===== src/sv/mrf_pkg.sv =====
package mrf_pkg;

  localparam int unsigned DEF_BUFFER_DEPTH = 64;
  localparam int unsigned DEF_MIN_LEN      = 3;
  localparam int unsigned DEF_MAX_LEN      = 8;

  localparam int unsigned BYTE_W  = 8;
  localparam int unsigned POS_W   = 6;
  localparam int unsigned MASK_W  = 6;
  localparam int unsigned FILL_W  = 7;
  // longest window a cell ever compares: largest MIN_LEN plus the mask span
  localparam int unsigned WIN_MAX = 8 + MASK_W - 1;

  typedef struct packed {
    logic [BYTE_W-1:0] data_byte;
    logic              last_byte;
  } in_beat_t;

  typedef struct packed {
    logic [POS_W-1:0]  position;
    logic [MASK_W-1:0] match_mask;
    logic              too_short;
    logic              overflowed;
    logic              last_result;
  } out_beat_t;

  // search token that travels down the row of cells
  typedef struct packed {
    logic                           valid;
    logic                           too_short;
    logic                           last;
    logic [POS_W-1:0]               pos;
    logic [WIN_MAX-1:0][BYTE_W-1:0] pat;
    logic [MASK_W-1:0]              mask;
  } token_t;

  typedef struct packed {
    logic              en;
    logic [POS_W-1:0]  idx;
    logic [BYTE_W-1:0] data;
  } wr_t;

endpackage


===== src/sv/mrf_seq.sv =====
module mrf_seq #(
  parameter int unsigned BUFFER_DEPTH = mrf_pkg::DEF_BUFFER_DEPTH,
  parameter int unsigned MIN_LEN      = mrf_pkg::DEF_MIN_LEN
) (
  input  logic                       clk_i,
  input  logic                       rst_ni,
  input  logic                       in_valid_i,
  input  mrf_pkg::in_beat_t          in_data_i,
  output logic                       in_stall_o,
  input  logic                       adv_i,
  input  logic                       done_i,
  output mrf_pkg::wr_t               wr_o,
  output logic [mrf_pkg::FILL_W-1:0] size_o,
  output logic                       ovf_o,
  output mrf_pkg::token_t            head_o
);
  import mrf_pkg::*;

  typedef enum logic [1:0] {
    ST_LOAD,
    ST_SEARCH,
    ST_DRAIN
  } state_e;

  state_e            state_q, state_d;
  logic [FILL_W-1:0] fill_q, fill_d;
  logic              ovf_q, ovf_d;
  logic [POS_W-1:0]  dist_q, dist_d;
  logic              upper_q, upper_d;

  logic [POS_W-1:0]  mid;
  logic              in_beat;
  logic              short_run;
  logic              has_up;
  logic              at_mid;

  assign mid       = fill_q[FILL_W-1:1];
  assign in_beat   = in_valid_i && (state_q == ST_LOAD);
  assign short_run = (fill_q < FILL_W'(2 * MIN_LEN));
  assign at_mid    = (dist_q == mid);
  // the upper neighbor exists unless it is the middle itself or past the end
  assign has_up    = (dist_q != '0) && (!at_mid || fill_q[0]);

  always_comb begin
    state_d = state_q;
    fill_d  = fill_q;
    ovf_d   = ovf_q;
    dist_d  = dist_q;
    upper_d = upper_q;
    head_o  = '0;
    wr_o.en   = 1'b0;
    wr_o.idx  = fill_q[POS_W-1:0];
    wr_o.data = in_data_i.data_byte;

    unique case (state_q)
      ST_LOAD: begin
        if (in_beat) begin
          if (fill_q < FILL_W'(BUFFER_DEPTH)) begin
            wr_o.en = 1'b1;
            fill_d  = fill_q + FILL_W'(1);
          end else begin
            ovf_d = 1'b1;
          end
          if (in_data_i.last_byte) begin
            state_d = ST_SEARCH;
            dist_d  = '0;
            upper_d = 1'b0;
          end
        end
      end
      ST_SEARCH: begin
        if (adv_i) begin
          head_o.valid = 1'b1;
          if (short_run) begin
            head_o.too_short = 1'b1;
            head_o.last      = 1'b1;
            state_d          = ST_DRAIN;
          end else if (!upper_q) begin
            head_o.pos = mid - dist_q;
            if (at_mid && !has_up) begin
              head_o.last = 1'b1;
              state_d     = ST_DRAIN;
            end else if (has_up) begin
              upper_d = 1'b1;
            end else begin
              dist_d = dist_q + POS_W'(1);
            end
          end else begin
            head_o.pos = mid + dist_q;
            upper_d    = 1'b0;
            if (at_mid) begin
              head_o.last = 1'b1;
              state_d     = ST_DRAIN;
            end else begin
              dist_d = dist_q + POS_W'(1);
            end
          end
        end
      end
      ST_DRAIN: begin
        // hold the bytes until the final result beat leaves
        if (done_i) begin
          state_d = ST_LOAD;
          fill_d  = '0;
          ovf_d   = 1'b0;
        end
      end
      default: begin
        state_d = ST_LOAD;
      end
    endcase
  end

  always_ff @(posedge clk_i or negedge rst_ni) begin
    if (!rst_ni) begin
      state_q <= ST_LOAD;
      fill_q  <= '0;
      ovf_q   <= 1'b0;
      dist_q  <= '0;
      upper_q <= 1'b0;
    end else begin
      state_q <= state_d;
      fill_q  <= fill_d;
      ovf_q   <= ovf_d;
      dist_q  <= dist_d;
      upper_q <= upper_d;
    end
  end

  assign in_stall_o = (state_q != ST_LOAD);
  assign size_o     = fill_q;
  assign ovf_o      = ovf_q;

endmodule


===== config.mk =====
export PLATFORM = sky130hd
export DESIGN_NAME = mrf_seq
export DESIGN_NICKNAME = d
export VERILOG_FILES = /design/src/sv/mrf_pkg.sv /design/src/sv/mrf_seq.sv
export SDC_FILE = /design/constraint.sdc
export NUM_CORES = 1
export LEC_CHECK = 0
export BUFFER_PORTS_ARGS = -buffer_cell sky130_fd_sc_hd__buf_2
export CAP_MARGIN = 20
export CORE_MARGIN = 5
export CORE_UTILIZATION = 43
export DETAILED_ROUTE_END_ITERATION = 8
export MAX_ROUTING_LAYER = met4
export PLACE_DENSITY = 0.83
export SYNTH_ARGS = -nofsm -noshare
export SYNTH_HDL_FRONTEND = slang
export SYNTH_SLANG_ARGS = --single-unit

===== constraint.sdc =====
create_clock -name clk_i -period 2.1 [get_ports clk_i]
set_input_delay 0.21 -clock clk_i [delete_from_list [all_inputs] [get_ports clk_i]]
set_output_delay 0.21 -clock clk_i [all_outputs]
set_load 0.1 [all_outputs]

# After elaboration in Yosys (flattened, before gate mapping)
# Index checks and enable logic that the tools add are counted.
# W data, S select, Z words.
# totals
reg_bits	17
input_bits	14
out_inout_bits	143
word_cells	87
# classes
add_sub_neg	4
magnitude_cmp	2
eq_ne	15
n_mux	45
n_reduce_logical	16
# op_table
operator	count
$mux W6	9
$mux W7	4
$mux W9	2
$mux W1	17
$mux W2	8
$pmux W7 S2	1
$ne A2 B2 Y1 const B	6
$pmux W6 S2	1
$ne A3 B3 Y1 const B	3
$ne A4 B4 Y1 const B	2
$reduce_and A4 Y1	2
$reduce_and A8 Y1	1
$add A7 B1 Y7 const B	1
$lt A7 B3 Y1 const B	1
$lt A7 B7 Y1 const B	1
$add A6 B1 Y6 const B	1
$add A6 B6 Y6	1
$eq A6 B6 Y1	1
$pmux W2 S3	1
$reduce_and A6 Y1	1
$reduce_bool A2 Y1	3
$reduce_bool A6 Y1	1
$sub A6 B6 Y6	1
$reduce_and A5 Y1	1
other kinds (8)	12

# Longest topological paths before layout
# depth
ltp_word	11
mapped_depth	9
ltp_nobuf	9

# Least setup slack after synthesis
# OpenSTA, ideal clock, no wires.
# synth_timing
path_kind	reg2reg
startpoint	reg state_q[0]
endpoint	reg fill_q[0], in the netlist size_o[0]
setup_time_ns	0.085
t_arrival_ns	3.955
required_time_ns	2.015
path_slack_ns	-1.940
path_stages_with_launch	7
n_path_buf	1
synth_period_minus_slack_ns	4.040
path_cell_list	dfrtp_1 buf_4 inv_1 nand2_1 nor3b_1 nor2_1 a21oi_1
# synth_via
elab_chain_cells	4
elab_cells_between_ends	9
cone_classes	eq/ne (4); mux (1); reduce/logical (4)
# synth_lines
element	line	rtl
from (decl)	mrf_seq.sv:25	state_e state_q, state_d;
from (signal assigned)	mrf_seq.sv:122	state_q <= state_d;
$logic_not A2 Y1	mrf_seq.sv:38, mrf_seq.sv:55	
$logic_and A1 B1 Y1	mrf_seq.sv:38	assign in_beat = in_valid_i && (state_q == ST_LOAD);
$ne A2 B2 Y1 (no source line)	-	
$reduce_and A4 Y1 (no source line)	-	
to (signal assigned)	mrf_seq.sv:123	fill_q <= fill_d;
to (decl)	mrf_seq.sv:26	logic [FILL_W-1:0] fill_q, fill_d;
# Several ways; a longest one is shown, not always the timed one.
# A chain may end at the register's enable or synchronous reset.

==> impl_metrics.sql <==
INSERT INTO impl_metrics (metric_group, metric, value, unit) VALUES
('grt', 'grt_first_pass_wirelength', '7872', 'um'),
('floorplanning', 'dieArea', '0.007020', 'mm2'),
('critical_path', 'crit_chain', 'inv_4 -> ha_4 -> inv_2 -> fa_2 -> a21o_1 -> a21oi_2 -> or2_4 -> nand3_4 -> a21oi_4 -> buf_12', ''),
('grt', 'first_global_vias', '1657', ''),
('place', 'numPortBuffers', '30', ''),
('critical_path', 'critical-path-slowest-cell', 'dfrtp_4', ''),
('cts', 'cts-root-to-sink-buffers', '2', ''),
('floorplanning', 'std_cell_rows', '26', ''),
('floorplanning', 'dieWidth', '83.79', 'um'),
('critical_path', 'worst_path_largest_cell_delay', '0.50', 'ns'),
('layout', 'drive_above_1_share', '0.3323', ''),
('layout', 'final_cell_area', '0.002688', 'mm2'),
('layout', 'number_of_antenna_cells_inserted', '0', ''),
('layout', 'count_of_fill_cells_added_during_filler_insertion', '487', ''),
('critical_path', 'rr_endpoint', 'dist_q[0]', ''),
('grt', 'grt_use_total', '0.1379', ''),
('cts', 'clock_insertion_delay_worst_skew', '0.26', 'ns'),
('route', 'drt_iter0_drc', '53', ''),
('route', 'vias_per_cell', '4.212', ''),
('timing', 'hold_viol', '0', ''),
('floorplanning', 'die_height', '83.79', 'um'),
('timing', 'post-route-min-period', '2.404', 'ns'),
('place', 'place.gp.congestion', '0.8791', ''),
('timing', 'finalSetupViolations', '6', ''),
('route', 'drt_drc_violations_left', '0', ''),
('yosys', 'synth_edf_count', '0', ''),
('cts', 'htree_num_levels', '1', ''),
('yosys', 'syn_avg_cell_area', '8.045', 'um2'),
('run_status', 'failed_checks', 'setup timing', ''),
('worst_hold_path', 'holdCritPathClass', 'input port to flop', ''),
('worst_hold_path', 'whs_endpoint', 'state_q[1]', ''),
('place', 'placed_cell_area', '0.002502', 'mm2'),
('layout', 'ff_latch_area', '442.9', 'um2'),
('cts', 'cts_inserted_buffers', '3', ''),
('critical_path', 'worstRegToRegCells', '7', ''),
('timing', 'setup_total_negative_slack', '-0.9651', 'ns'),
('critical_path', 'critical_path.endpoint_type', 'output port', ''),
('route', 'drt_wl_total', '5001', 'um'),
('yosys', 'netlist_area', '0.002341', 'mm2'),
('worst_hold_path', 'hold_path_startpoint', 'done_i', ''),
('critical_path', 'crit_fanout', '3', ''),
('floorplanning', 'coreArea', '0.005205', 'mm2'),
('timing', 'max-slew-margin-rel', '0.6309', ''),
('yosys', 'synth_seq_area_share', '0.1817', ''),
('critical_path', 'critical_path_class', 'flop to output port', ''),
('route', 'postRouteAntennaNets', '0', ''),
('timing', 'max_clock_freq', '415.9', 'MHz'),
('timing', 'final_worst_path_period_share', '1.145', ''),
('place', 'hpwlAfterDp', '4182', 'um'),
('critical_path', 'crit_required', '1.89', 'ns'),
('worst_hold_path', 'hold_depth', '2', ''),
('grt', 'gr-total-overflow', '0', ''),
('run', 'max_cap_violations', '0', ''),
('layout', 'layout.core_utilization', '0.5163', ''),
('critical_path', 'r2r_slack', '0.14', 'ns'),
('yosys', 'synth-warning-count', '0', ''),
('route', 'drt-wirelength-per-cell', '12.47', 'um'),
('run_status', 'status', 'complete, but fails checks', ''),
('timing', 'worst_slack', '-0.3043', 'ns'),
('critical_path', 'worst-path-buf-inv', '3', ''),
('timing', 'rsz0062_at_grt', 'true', ''),
('cts', 'clockRootBuffer', 'clkbuf_8', ''),
('layout', 'multi_input_area', '0.001587', 'mm2'),
('critical_path', 'startpoint_type', 'flop', ''),
('grt', 'grt_antenna_before_repair', '0', ''),
('floorplanning', 'pin_count', '157', ''),
('layout', 'synthToLayoutAreaGrowth', '14.81', '%'),
('yosys', 'yosys_register_bits', '17', ''),
('critical_path', 'critPathTopFamily', 'flip-flops', ''),
('layout', 'finalNetCount', '361', ''),
('route', 'first_pass_iters', '4', '');
## metrics by stage
stage / cells / hold WS [ns]
after global placement: 392 / 0.1494
after global routing: 401 / 0.1704
final: 401 / 0.1609
after CTS: 402 / 0.1534
after detailed placement: 392 / 0.1618
after floorplan: 400 / -0.08559
## metal layers
metal / routed length [um] / global-route usage / share of wire / up-vias
li1: - / - / - / 802
met1: 1957 / 0.1636 / 0.39 / 784
met2: 2558 / 0.2480 / 0.51 / 101
met3: 462 / 0.01678 / 0.092 / 2
met4: 23 / 0.03216 / 0.0046 / 0
met5: 0 / - / 0 / -
## flip-flops by register name, summed over array words and instances, names as in the netlist
register	flops
size_o	7
dist_q	6
state_q	2
ovf_o	1
upper_q	1
## synthesized netlist by cell type, drive strengths merged, types with 3 or more instances
| master | n | area [um2] |
|---|---|---|
| nor4 | 4 | 31.28 |
| nand2 | 16 | 60.06 |
| inv | 15 | 56.30 |
| nand3 | 3 | 15.01 |
| nor2 | 21 | 78.83 |
| dfrtp | 17 | 425.4 |
| o21ai | 11 | 55.05 |
| nand4 | 3 | 25.02 |
| a21oi | 16 | 95.10 |
| or3 | 3 | 23.77 |
| nand3b | 4 | 30.03 |
| mux2i | 3 | 30.03 |
| xnor2 | 3 | 26.28 |
| a21o | 4 | 31.28 |
| ha | 13 | 162.7 |
| buf | 126 | 949.7 |
| xor2 | 4 | 35.03 |
## area by class of cell
class                   instances  area share
inverters                      15     0.02421
well taps                      70     0.03259
repair buffers                 54      0.1713
clock buffers                   4     0.01676
flip-flops and latches         17      0.1648
multi-input cells             241      0.5903
## how the worst max path moves through the flow
stage	start	to	slack (ns)	depth (start not counted)
6_report	size_o[1]	head_o[114]	-0.30	10
5_1_grt	size_o[1]	head_o[114]	-0.38	10
4_1_cts	size_o[1]	head_o[114]	-0.32	10
3_5_place_dp	size_o[1]	head_o[114]	-0.08	10
3_3_place_gp	size_o[3]	head_o[115]	-0.05	7
2_1_floorplan	size_o[1]	head_o[114]	-0.42	9
## worst register-to-register path: cells and delay by family (launching register included)
family	cells	cell delay, ns
simple gates	3	0.68
buf+inv	1	0.13
fa+ha+maj	1	0.27
compound gates	2	0.26
flops	1	0.52
## what timing repair did
item / in CTS / in global routing
hold endpoints to repair: 17 / 0
pin swaps: 12 / 9
setup endpoints to repair: 8 / 7
setup buffers: 5 / 0
hold buffers: 1 / 0
resized for setup: 9 / 11
## layout by cell type (no fill, tap or decap), types with 2 or more instances in the layout
cell	instances
a21o_1	3
a21oi_1	8
a21oi_2	4
a21oi_4	4
a31o_2	2
a31oi_1	2
buf_12	8
buf_2	22
buf_4	21
buf_6	2
clkbuf_8	3
conb_1	110
dfrtp_1	11
dfrtp_2	2
dfrtp_4	4
fa_2	2
ha_1	7
ha_2	2
ha_4	4
inv_1	11
inv_4	2
mux2i_1	2
nand2_1	13
nand3_1	2
nand3b_1	4
nand4_1	2
nor2_1	13
nor2_2	2
nor2_4	6
nor4_1	2
o211ai_1	2
o21ai_0	11
o22a_1	2
or3_1	2
xnor2_1	3
xor2_1	3
## kinds of logic after synthesis
group	Yosys count	share of synthesized area
AOI/OAI and AO/OA	42	0.1144
and+or+nand+nor	64	0.1454
muxes	3	0.01283
buffers and inverters	142	0.4313
other	1	0.001602
adders and majority gates	15	0.08659
DFF	17	0.1817
xor gates and xnor gates	7	0.02619
Power is not shown: default switching activity piles up to over one toggle a cycle in this logic, so the estimate is an artifact.
